[src/sv/rrt_pkg.sv]
// Shared types and constants for the register rename table.
`timescale 1ns / 1ps

package rrt_pkg;

  localparam int ARCH_W   = 5;
  localparam int PHYS_W   = 7;
  localparam int CNT_W    = 8;
  localparam int STATUS_W = 2;
  localparam int MODE_W   = 3;
  localparam int CFG_W    = 5;
  localparam int CFG_IDX_W = 1;
  localparam int ARCH_CODES = 1 << ARCH_W;

  localparam logic [MODE_W-1:0] MODE_RENAME     = 3'd0;
  localparam logic [MODE_W-1:0] MODE_RENAME_REL = 3'd1;
  localparam logic [MODE_W-1:0] MODE_LOOKUP     = 3'd2;
  localparam logic [MODE_W-1:0] MODE_SET        = 3'd3;
  localparam logic [MODE_W-1:0] MODE_RELEASE    = 3'd4;

  localparam logic [STATUS_W-1:0] STATUS_OK    = 2'd0;
  localparam logic [STATUS_W-1:0] STATUS_EMPTY = 2'd1;
  localparam logic [STATUS_W-1:0] STATUS_FULL  = 2'd2;

  localparam logic [CFG_IDX_W-1:0] CFG_ZERO_EN  = 1'b0;
  localparam logic [CFG_IDX_W-1:0] CFG_ZERO_IDX = 1'b1;

  typedef struct packed {
    logic [MODE_W-1:0] mode;
    logic [ARCH_W-1:0] arch_idx;
    logic [PHYS_W-1:0] phys_idx;
  } rrt_in_t;

  typedef struct packed {
    logic [PHYS_W-1:0]   new_phys;
    logic [PHYS_W-1:0]   prev_phys;
    logic [STATUS_W-1:0] status;
    logic [CNT_W-1:0]    free_count;
  } rrt_out_t;

  typedef struct packed {
    logic              pop;
    logic              push;
    logic [PHYS_W-1:0] push_data;
  } rrt_fl_req_t;

endpackage

[src/sv/register_rename_table.sv]
// Register rename table top level: control sequencer, configuration and result register.
// A result is registered when an accepted request fires in the execute state; firing
// waits while the output is stalled, and no new beat is accepted until then. The map
// and free-list memory reads happen on acceptance, the read-modify-write of both on firing.
// Reset clears control state at once; the map reads as identity through its valid bits
// and the free list holds the initial registers via a fill count, with no clearing pass.
`timescale 1ns / 1ps

module register_rename_table #(
  parameter int ARCH_REGS = 32,
  parameter int PHYS_REGS = 128
) (
  input  logic                          clk,
  input  logic                          rst_n,
  input  logic                          in_valid,
  output logic                          in_ready,
  input  rrt_pkg::rrt_in_t              in_data,
  output logic                          out_valid,
  input  logic                          out_ready,
  output rrt_pkg::rrt_out_t             out_data,
  input  logic                          cfg_we,
  input  logic [rrt_pkg::CFG_IDX_W-1:0] cfg_index,
  input  logic [rrt_pkg::CFG_W-1:0]     cfg_data
);
  import rrt_pkg::*;

  localparam int AW = (ARCH_REGS > 1) ? $clog2(ARCH_REGS) : 1;
  localparam int PW = (PHYS_REGS > 1) ? $clog2(PHYS_REGS) : 1;
  localparam int CW = $clog2(PHYS_REGS + 1);
  localparam logic [CW-1:0] CNT_FULL = CW'(PHYS_REGS);

  localparam logic S_IDLE = 1'b0;
  localparam logic S_EXEC = 1'b1;

  typedef logic [ARCH_CODES-1:0][AW-1:0] mod_tab_t;

  function automatic mod_tab_t build_mod_tab();
    mod_tab_t tab;
    for (int i = 0; i < ARCH_CODES; i++) begin
      tab[i] = AW'(i % ARCH_REGS);
    end
    return tab;
  endfunction

  localparam mod_tab_t MOD_TAB = build_mod_tab();

  logic              state_r, state_nxt;
  rrt_in_t           req_r;
  logic [AW-1:0]     addr_r;
  logic              zero_en_r;
  logic [ARCH_W-1:0] zero_idx_r;
  logic              out_valid_r;
  rrt_out_t          out_r, out_nxt;

  logic              accept;
  logic              fire;
  logic [AW-1:0]     in_addr;
  logic [PHYS_W-1:0] map_rd;
  logic [PHYS_W-1:0] fl_rd;
  logic [CW-1:0]     fl_total;
  logic              map_we;
  logic [PHYS_W-1:0] map_wd;
  rrt_fl_req_t       fl_req;
  logic              is_zero;
  logic              fl_empty;
  logic              fl_full;
  logic [CW-1:0]     total_after;

  assign in_addr  = MOD_TAB[in_data.arch_idx];
  assign in_ready = (state_r == S_IDLE);
  assign accept   = in_valid && in_ready;
  assign fire     = (state_r == S_EXEC) && (!out_valid_r || out_ready);

  rrt_map_table #(
    .ARCH_REGS(ARCH_REGS),
    .AW(AW)
  ) u_map (
    .clk(clk),
    .rst_n(rst_n),
    .rd_en(accept),
    .rd_addr(in_addr),
    .rd_data(map_rd),
    .wr_en(map_we),
    .wr_addr(addr_r),
    .wr_data(map_wd)
  );

  rrt_free_list #(
    .ARCH_REGS(ARCH_REGS),
    .PHYS_REGS(PHYS_REGS),
    .PW(PW),
    .CW(CW)
  ) u_free (
    .clk(clk),
    .rst_n(rst_n),
    .rd_en(accept),
    .req(fl_req),
    .rd_data(fl_rd),
    .total(fl_total)
  );

  assign is_zero  = zero_en_r && (req_r.arch_idx == zero_idx_r);
  assign fl_empty = (fl_total == '0);
  assign fl_full  = (fl_total >= CNT_FULL);

  always_comb begin
    map_we           = 1'b0;
    map_wd           = req_r.phys_idx;
    fl_req.pop       = 1'b0;
    fl_req.push      = 1'b0;
    fl_req.push_data = req_r.phys_idx;
    out_nxt.new_phys  = '0;
    out_nxt.prev_phys = '0;
    out_nxt.status    = STATUS_OK;
    case (req_r.mode)
      MODE_RENAME, MODE_RENAME_REL: begin
        out_nxt.prev_phys = map_rd;
        if (is_zero) begin
          out_nxt.new_phys  = PHYS_W'(zero_idx_r);
          out_nxt.prev_phys = PHYS_W'(zero_idx_r);
        end else if (fl_empty) begin
          out_nxt.new_phys = map_rd;
          out_nxt.status   = STATUS_EMPTY;
        end else begin
          out_nxt.new_phys = fl_rd;
          map_we           = fire;
          map_wd           = fl_rd;
          fl_req.pop       = fire;
          if (req_r.mode == MODE_RENAME_REL) begin
            fl_req.push      = fire;
            fl_req.push_data = map_rd;
          end
        end
      end
      MODE_LOOKUP: begin
        out_nxt.new_phys  = map_rd;
        out_nxt.prev_phys = map_rd;
      end
      MODE_SET: begin
        out_nxt.prev_phys = map_rd;
        out_nxt.new_phys  = req_r.phys_idx;
        map_we            = fire;
      end
      MODE_RELEASE: begin
        if (fl_full) begin
          out_nxt.status = STATUS_FULL;
        end else begin
          fl_req.push = fire;
        end
      end
      default: begin
        out_nxt.status = STATUS_OK;
      end
    endcase
    total_after = fl_total;
    if (fl_req.push && !fl_req.pop) begin
      total_after = fl_total + CW'(1);
    end else if (fl_req.pop && !fl_req.push) begin
      total_after = fl_total - CW'(1);
    end
    out_nxt.free_count = CNT_W'(total_after);
  end

  always_comb begin
    state_nxt = state_r;
    unique case (state_r)
      S_IDLE: begin
        if (accept) begin
          state_nxt = S_EXEC;
        end
      end
      S_EXEC: begin
        if (fire) begin
          state_nxt = S_IDLE;
        end
      end
      default: begin
        state_nxt = S_IDLE;
      end
    endcase
  end

  always_ff @(posedge clk) begin
    if (accept) begin
      req_r  <= in_data;
      addr_r <= in_addr;
    end
    if (fire) begin
      out_r <= out_nxt;
    end
  end

  always_ff @(posedge clk) begin
    if (!rst_n) begin
      state_r     <= S_IDLE;
      out_valid_r <= 1'b0;
      zero_en_r   <= 1'b1;
      zero_idx_r  <= '0;
    end else begin
      state_r <= state_nxt;
      if (fire) begin
        out_valid_r <= 1'b1;
      end else if (out_ready) begin
        out_valid_r <= 1'b0;
      end
      if (cfg_we) begin
        unique case (cfg_index)
          CFG_ZERO_EN:  zero_en_r  <= cfg_data[0];
          CFG_ZERO_IDX: zero_idx_r <= cfg_data[ARCH_W-1:0];
          default: begin
            zero_en_r <= zero_en_r;
          end
        endcase
      end
    end
  end

  assign out_valid = out_valid_r;
  assign out_data  = out_r;

endmodule

[src/sv/rrt_map_table.sv]
// Architectural-to-physical map memory with per-entry valid bits for reset.
`timescale 1ns / 1ps

module rrt_map_table #(
  parameter int ARCH_REGS = 32,
  parameter int AW = 5
) (
  input  logic                      clk,
  input  logic                      rst_n,
  input  logic                      rd_en,
  input  logic [AW-1:0]             rd_addr,
  output logic [rrt_pkg::PHYS_W-1:0] rd_data,
  input  logic                      wr_en,
  input  logic [AW-1:0]             wr_addr,
  input  logic [rrt_pkg::PHYS_W-1:0] wr_data
);
  import rrt_pkg::*;

  logic [PHYS_W-1:0]    mem [ARCH_REGS];
  logic [ARCH_REGS-1:0] valid_r;
  logic [PHYS_W-1:0]    rd_mem_r;
  logic                 rd_valid_r;
  logic [AW-1:0]        rd_addr_r;

  always_ff @(posedge clk) begin
    if (wr_en) begin
      mem[wr_addr] <= wr_data;
    end
    if (rd_en) begin
      rd_mem_r  <= mem[rd_addr];
      rd_addr_r <= rd_addr;
    end
  end

  always_ff @(posedge clk) begin
    if (!rst_n) begin
      valid_r    <= '0;
      rd_valid_r <= 1'b0;
    end else begin
      if (wr_en) begin
        valid_r[wr_addr] <= 1'b1;
      end
      if (rd_en) begin
        rd_valid_r <= valid_r[rd_addr];
      end
    end
  end

  assign rd_data = rd_valid_r ? rd_mem_r : PHYS_W'(rd_addr_r);

endmodule

[src/sv/rrt_free_list.sv]
// Circular free list of physical registers with pointers, count and fill tracking.
`timescale 1ns / 1ps

module rrt_free_list #(
  parameter int ARCH_REGS = 32,
  parameter int PHYS_REGS = 128,
  parameter int PW = 7,
  parameter int CW = 8
) (
  input  logic                       clk,
  input  logic                       rst_n,
  input  logic                       rd_en,
  input  rrt_pkg::rrt_fl_req_t       req,
  output logic [rrt_pkg::PHYS_W-1:0] rd_data,
  output logic [CW-1:0]              total
);
  import rrt_pkg::*;

  localparam int INIT_N = (PHYS_REGS > ARCH_REGS) ? (PHYS_REGS - ARCH_REGS) : 0;
  localparam logic [PW-1:0]     PTR_LAST = PW'(PHYS_REGS - 1);
  localparam logic [CW-1:0]     INIT_CNT = CW'(INIT_N);
  localparam logic [PHYS_W-1:0] ARCH_BASE = PHYS_W'(ARCH_REGS);

  logic [PHYS_W-1:0] mem [PHYS_REGS];
  logic [PW-1:0]     head_r, head_nxt;
  logic [PW-1:0]     tail_r, tail_nxt;
  logic [CW-1:0]     total_r, total_nxt;
  logic [CW-1:0]     fill_r, fill_nxt;
  logic [PHYS_W-1:0] rd_mem_r;
  logic [PHYS_W-1:0] rd_init_val_r;
  logic              rd_init_r;
  logic              head_init;

  assign head_init = (CW'(head_r) >= fill_r) && (CW'(head_r) < INIT_CNT);

  always_comb begin
    head_nxt  = head_r;
    tail_nxt  = tail_r;
    total_nxt = total_r;
    fill_nxt  = fill_r;
    if (req.pop) begin
      head_nxt = (head_r == PTR_LAST) ? '0 : head_r + PW'(1);
    end
    if (req.push) begin
      tail_nxt = (tail_r == PTR_LAST) ? '0 : tail_r + PW'(1);
      if ((CW'(tail_r) == fill_r) && (fill_r < INIT_CNT)) begin
        fill_nxt = fill_r + CW'(1);
      end
    end
    if (req.push && !req.pop) begin
      total_nxt = total_r + CW'(1);
    end else if (req.pop && !req.push) begin
      total_nxt = total_r - CW'(1);
    end
  end

  always_ff @(posedge clk) begin
    if (req.push) begin
      mem[tail_r] <= req.push_data;
    end
    if (rd_en) begin
      rd_mem_r      <= mem[head_r];
      rd_init_val_r <= ARCH_BASE + PHYS_W'(head_r);
    end
  end

  always_ff @(posedge clk) begin
    if (!rst_n) begin
      head_r    <= '0;
      tail_r    <= PW'(INIT_N);
      total_r   <= INIT_CNT;
      fill_r    <= '0;
      rd_init_r <= 1'b0;
    end else begin
      head_r  <= head_nxt;
      tail_r  <= tail_nxt;
      total_r <= total_nxt;
      fill_r  <= fill_nxt;
      if (rd_en) begin
        rd_init_r <= head_init;
      end
    end
  end

  assign rd_data = rd_init_r ? rd_init_val_r : rd_mem_r;
  assign total   = total_r;

endmodule
[config.mk]
export PLATFORM = sky130hd
export DESIGN_NAME = register_rename_table
export DESIGN_NICKNAME = d
export VERILOG_FILES = /design/src/sv/rrt_pkg.sv /design/src/sv/register_rename_table.sv /design/src/sv/rrt_map_table.sv /design/src/sv/rrt_free_list.sv
export SDC_FILE = /design/constraint.sdc
export NUM_CORES = 1
export LEC_CHECK = 0
export BUFFER_PORTS_ARGS = -buffer_cell sky130_fd_sc_hd__buf_2
export CORE_MARGIN = 4
export CORE_UTILIZATION = 60
export CTS_BUF_LIST = sky130_fd_sc_hd__clkbuf_4 sky130_fd_sc_hd__clkbuf_8 sky130_fd_sc_hd__clkbuf_16
export DETAILED_ROUTE_END_ITERATION = 6
export PLACE_DENSITY_LB_ADDON = 0.3
export SETUP_SLACK_MARGIN = 0.4
export SLEW_MARGIN = 10
export SYNTH_ARGS = -nofsm -noshare
export SYNTH_HDL_FRONTEND = slang
export SYNTH_SLANG_ARGS = --single-unit
export TNS_END_PERCENT = 100
[constraint.sdc]
create_clock -name clk -period 10.9 [get_ports clk]
set_clock_uncertainty 0.15 [all_clocks]
set_input_delay 3.27 -clock clk [delete_from_list [all_inputs] [get_ports clk]]
set_output_delay 3.27 -clock clk [all_outputs]
set_load 0.02 [all_outputs]
After elaboration in Yosys (flattened, before gate mapping)
Memories as Yosys holds them, arrays and structs flattened. A register that Yosys moved wholly into a read port is not among the register bits.
Index checks and enable logic that the tools add are counted.
- word-level logic and storage cells: 108
- register bits after elaboration: 123
- bits in read-only memories: 160
- memories: 3
- bits in writable memories: 1120
- memories (name ; depth ; bits a word ; read ports ; clocked after memory_dff ; wr ports ; line ; RTL):
    u_free.mem ; 128 ; 7 ; 1 ; 1 ; 1 ; rrt_free_list.sv:24 ; logic [PHYS_W-1:0] mem [PHYS_REGS];
    u_map.mem ; 32 ; 7 ; 1 ; 1 ; 1 ; rrt_map_table.sv:19 ; logic [PHYS_W-1:0] mem [ARCH_REGS];
    (name not given) ; 32 ; 5 ; 1 ; 0 ; 0 ; register_rename_table.sv:69 ; assign in_addr = MOD_TAB[in_data.arch_idx];
- mux-type cells: 41
- reductions and logical operators: 19
- order comparisons: 8
- eq/ne operators: 8
- bitwise operators: 3
- $add $sub $neg: 6
- operators by type and width (kind ; count):
    7-bit 2-to-1 mux ; 11
    14-bit case mux with 3 select lines ; 1
    32-bit bitwise OR ; 1
    8-bit 2-to-1 mux ; 3
    5-bit by 6-bit < comparator with 1-bit output (second input constant) ; 3
    9-bit 2-to-1 mux ; 2
    8-bit by 1-bit adder with 8-bit output (second input constant) ; 2
    1-bit 2-to-1 mux ; 16
    7-bit by 1-bit adder with 7-bit output (second input constant) ; 2
    7-bit equality test (second input constant) ; 2
    7-bit by 8-bit equality test with 1-bit output ; 1
    7-bit by 8-bit >= comparator with 1-bit output ; 1
    8-bit >= comparator (second input constant) ; 1
    1-bit logical AND ; 8
    8-bit logical NOT ; 1
    8-bit by 7-bit < comparator with 1-bit output (second input constant) ; 1
    8-bit by 1-bit subtractor with 8-bit output (second input constant) ; 1
    6-bit by 7-bit adder with 7-bit output (first input constant) ; 1
    7-bit < comparator (second input constant) ; 1
    3-bit by 2-bit equality test with 1-bit output (second input constant) ; 2
    1-bit case mux with 2 select lines ; 3
    2-bit AND reduction ; 3
    1-bit binary-select mux with 5-bit select ; 1
    1-bit demux with 5-bit select ; 1
    other kinds (13) ; 16

Depth between registers and ports, before layout
- word-level depth: 11
- gate-level depth with buffers: 11
- gate-level depth less buffers: 8

Hierarchy
From an unflattened synthesis, not the netlist that was laid out.
- cells, all modules: 2645
- area total of the unflattened synthesis: 50134.3 um^2
- modules (own cells, without submodules) (module ; times used ; cells an instance ; seq. area each (um^2) ; area each (um^2)):
    rrt_free_list ; 1 ; 1937 ; 27946.8 ; 37259.5
    rrt_map_table ; 1 ; 498 ; 7747.4 ; 10354.9
    register_rename_table ; 1 ; 210 ; 1331.3 ; 2519.9

Worst setup path before layout
No wires, ideal clock.
- kind: flip-flop to flip-flop
- start point: reg req_r[14] (netlist bit)
- end point: mem u_free.mem[0][0] (data pin)
- setup time: 1.197 ns
- stages on the path, launching flop included: 8
- slack: 2.987 ns
- data arrival time: 6.566 ns
- clock period less this slack: 7.913 ns
- data required time: 9.553 ns
- cells stage by stage: edfxtp_1 > clkbuf_1 > or2_2 > clkbuf_1 > a31oi_1 > nand3_1 > clkbuf_1 > o21ai_0
- RTL lines (element ; line ; RTL):
    start, declared ; register_rename_table.sv:48 ; rrt_in_t req_r;
    start signal, assigned ; register_rename_table.sv:185 ; req_r <= in_data;
    end, declared ; rrt_free_list.sv:24 ;

Final worst setup path
- start point: in out_ready
- end point: mem u_free.mem[114][3], enable pin
- cells in the longest elaborated chain, start to end: 8
- elaborated cells on any way between the ends: 9
- classes of those cells: 7 x mux; 2 x reduce/logical
- RTL lines (element ; line ; RTL):
    start, declared ; register_rename_table.sv:19 ; input logic out_ready,
    1-bit logical OR (*) ; register_rename_table.sv:72 ; assign fire = (state_r == S_EXEC) && (!out_valid_r || out_ready);
    1-bit logical AND (*) ; register_rename_table.sv:72 ;
    via fire ; register_rename_table.sv:56 ; logic fire;
    8-bit 2-to-1 mux ; register_rename_table.sv:129 ; if (req_r.mode == MODE_RENAME_REL) begin
    9-bit 2-to-1 mux ; register_rename_table.sv:121 ; end else if (fl_empty) begin
    9-bit 2-to-1 mux ; register_rename_table.sv:118 ; if (is_zero) begin
    1-bit case mux with 2 select lines (*) ; register_rename_table.sv:115 ; case (req_r.mode)
    1-bit 2-to-1 mux (*) ; rrt_free_list.sv:58 ; if (req.push) begin
    1-bit 2-to-1 mux (not written as such) (*) ; rrt_free_list.sv:59 ; mem[tail_r] <= req.push_data;
The timed path passes the listed nets; every way through them passes the cells marked *.

==> run_results.csv <==
group,metric,value,unit
clock_tree,cts_setup_buffers,0,
clock_tree,clkSlewWorstSetupHoldPaths,0.07,ns
die,die_area,87300,sq um
yosys,yosysWarnings,0,
detailed_routing,dr_total_vias,27026,
yosys,synth-adder-area-share,0.328,%
global_route,grt_use_total,28.8,%
sta,period_share,66.5,%
die,ios,52,
clock_tree,htree_levels,3,
die,core_area,82000,sq um
yosys,synthDistinctLibCells,67,
hold_path,hp-start,"u_map.valid_r[16]",
worst_setup_path,critPathLaunchType,"input port",
finish,n_fill_cell,5048,
worst_setup_path,crit_type,"input port to register",
worst_setup_path,worstReg2RegStart,"state_r",
power_and_ir_drop,p_per_area,183,nW/um^2
yosys,synthesis.area,49600,sq um
yosys,seq_area_frac_synth,74.4,%
clock_tree,cts_resized,0,
yosys,synth-seq-cells,1252,
yosys,synth_mux_area_share,14.6,%
yosys,synth_xor_area_share,0.389,%
yosys,synth-compound-area-share,3.84,%
clock_tree,cts-buffers-inserted,119,
yosys,synthFlopType,"edfxtp_1",
worst_setup_path,crit_path_max_fanout,32,
yosys,syn_nets,2718,
global_route,grt_pass1_vias,26831,
finish,layout-drive-gt1-share,21.4,%
finish,seqCellArea,36900,sq um
sta,setup_ws,3.65,ns
sta,period_minus_slack,7.25,ns
finish,final_nets,2773,
detailed_routing,wl_per_cell,31.8,um
global_route,grt_pass1_wl,183000,um
detailed_routing,viasPerCell,6.92,
yosys,synth-edff-count,1180,
place,dp_hpwl,74000,um
sta,tightest_slew,1.24,ns
clock_tree,numClockSinks,1252,
place,pre_cts_slack,3.08,ns
worst_setup_path,cp-startpoint,"out_ready",
global_route,grt_antenna_before_repair,4,
clock_tree,clockRootBuffer,"clkbuf_16",
place,place.port_buffers,51,
worst_setup_path,cp.required,11.05,ns
detailed_routing,ant_nets,0,
clock_tree,hold_buffers,0,
die,chipHeight,295,um
yosys,synthSimpleGateAreaFrac,4.75,%
yosys,synth_top_family_by_area,"multiplexers",
detailed_routing,remaining_drc_errors,6,
yosys,async_flop_share,0,%
power_and_ir_drop,p_leak,16.8,nW
die,die_x,295,um
run_status,violations,"DRC",
detailed_routing,drt-initial-drc-count,4034,
job,cap_viol_max_count,0,
hold_path,worstHoldPathType,"register to register",
sta,max_freq,138,MHz
finish,postLayoutCoreUtil,67.3,%
die,placementRows,105,
sta,setup_viol,0,
clock_tree,clock_latency,0.72,ns
clock_tree,cts_tree,"done",
sta,hold_viol,0,
detailed_routing,firstDrtPassIters,7,
sta,drv_slew,0,
clock_tree,ctsLongestPathBuffers,3,
place,placed_area,51000,sq um
detailed_routing,routed_wirelength,124000,um
power_and_ir_drop,worst_ir_drop_vdd,0.137,mV
place,place.gp.congestion,0.934,
run_status,status,"complete, but fails checks",
yosys,syn_avg_cell_area,18.5,sq um
die,start_util,60.5,%
global_route,grt_max_degree,129,
sta,rsz0062_at_grt,"no",
worst_setup_path,critPathCaptureType,"register",
finish,design_area,55100,sq um
worst_setup_path,arrival,7.40,ns
finish,area_delta_synth_final,11.2,%
yosys,synthCells,2679,
global_route,overflow,0,
finish,multiInputGateArea,12000,sq um
sta,slew_headroom,17.0,%
sta,setup_tns,0,ns
[logic make-up after synthesis]
| logic type | Yosys count |
|---|---|
| DFF | 1252 |
| and+or+nand+nor | 502 |
| muxes | 411 |
| AOI/OAI and AO/OA | 290 |
| buffers and inverters | 189 |
| xor gates and xnor gates | 22 |
| adders and majority gates | 13 |
[flip-flops by register name (all words and copies together), names as in the netlist, 5 cells and up]
signal,flops
u_free.rd_init_val_r,7
zero_idx_r,5
u_free.total,8
u_free.head_r,7
u_map.rd_mem_r,7
u_map.valid_r,32
u_free.mem,896
out_data,24
u_map.mem,224
u_free.tail_r,7
u_free.fill_r,8
u_free.rd_mem_r,7
req_r,15
[layout make-up]
type	instances	area share (%)
antenna	2	0.00908
clock buffer	141	5.73
clock inverter	80	1.80
inverter	20	0.136
multi-input combinational	1238	21.8
sequential	1252	66.9
tap	1070	2.43
timing repair buffer	103	1.18
[path summary, 6_finish.rpt]
| check | endpoint | slack (ns) | cells past startpoint |
|---|---|---|---|
| worst max register to register | u_free.mem[114][3] | 6.04 | 6 |
| worst min-delay path | u_map.valid_r[16] | 0.31 | 2 |
| worst max-delay path | u_free.mem[114][3] | 3.65 | 8 |
| worst min register to register | u_map.valid_r[16] | 0.31 | 2 |
[cell usage after synthesis, drive strengths merged, types with 14 or more instances]
master | number | area share (%)
a21oi | 50 | 0.50
a22oi | 30 | 0.45
buf | 90 | 0.91
clkbuf | 79 | 0.60
dfxtp | 72 | 2.9
edfxtp | 1180 | 71
inv | 17 | 0.13
mux2i | 150 | 3.0
mux4 | 250 | 11
nand2 | 125 | 0.95
nand2b | 14 | 0.18
nand3 | 51 | 0.52
nor2 | 164 | 1.2
nor2b | 16 | 0.20
nor3 | 54 | 0.55
o21ai | 71 | 0.72
o221ai | 24 | 0.42
o22ai | 46 | 0.58
or3 | 17 | 0.21
[worst max-delay path, stage by stage]
cell	delay, ns
buf_2	0.07
nand2b_1	0.17
nand2_1	0.13
clkinv_1	0.57
nand4_1	0.20
o21ai_1	0.95
nand3b_2	1.16
nor2_1	0.87
[where the power goes]
part	total (mW)	switching (mW)	internal (mW)
combinational	0.378	0.274	0.104
sequential	5.36	0.0225	5.33
clock	4.33	1.81	2.52
total	10.1	2.11	7.95
[per-layer routing]
metal / GRT usage [%] / part of all wire [%] / vias up
met1: 41.1 / 37 / 13722
met3: 7.44 / 13 / 296
met5: 0 / 0.022 / -
met2: 44.5 / 47 / 2051
met4: 9.72 / 3.5 / 4
li1: - / - / 10953
[cells in the final DEF, fill, tap and decap left out, types with 10 or more instances in the layout]
master,count
o22ai_1,46
a21oi_1,50
ha_1,13
clkinv_2,16
mux4_2,250
clkbuf_4,21
clkinv_1,26
mux2i_1,150
a2111oi_0,11
a211oi_1,10
xnor2_1,10
buf_2,50
nand2b_1,14
nand2_1,125
nor2_1,163
xor2_1,12
buf_4,53
nor3_1,51
dfxtp_1,68
bufinv_16,18
a22oi_1,30
clkbuf_16,120
o221ai_1,24
inv_1,17
o21ai_0,55
nand4_1,10
or3_1,17
nor2b_1,14
edfxtp_1,1180
nand3_1,48
a22o_1,10
[through the flow]
stage / power [mW] / hold slack, ns / cells
finish: 10.1 / 0.306 / 3906
global route: 10.4 / 0.323 / 3904
CTS: 10.1 / 0.306 / 3904
detailed placement: 5.83 / 0.289 / 3683
global placement: 5.83 / 0.280 / 3683
floorplan: 5.69 / 0.270 / 2679
Note: power is estimated with default switching activity, not from simulation.
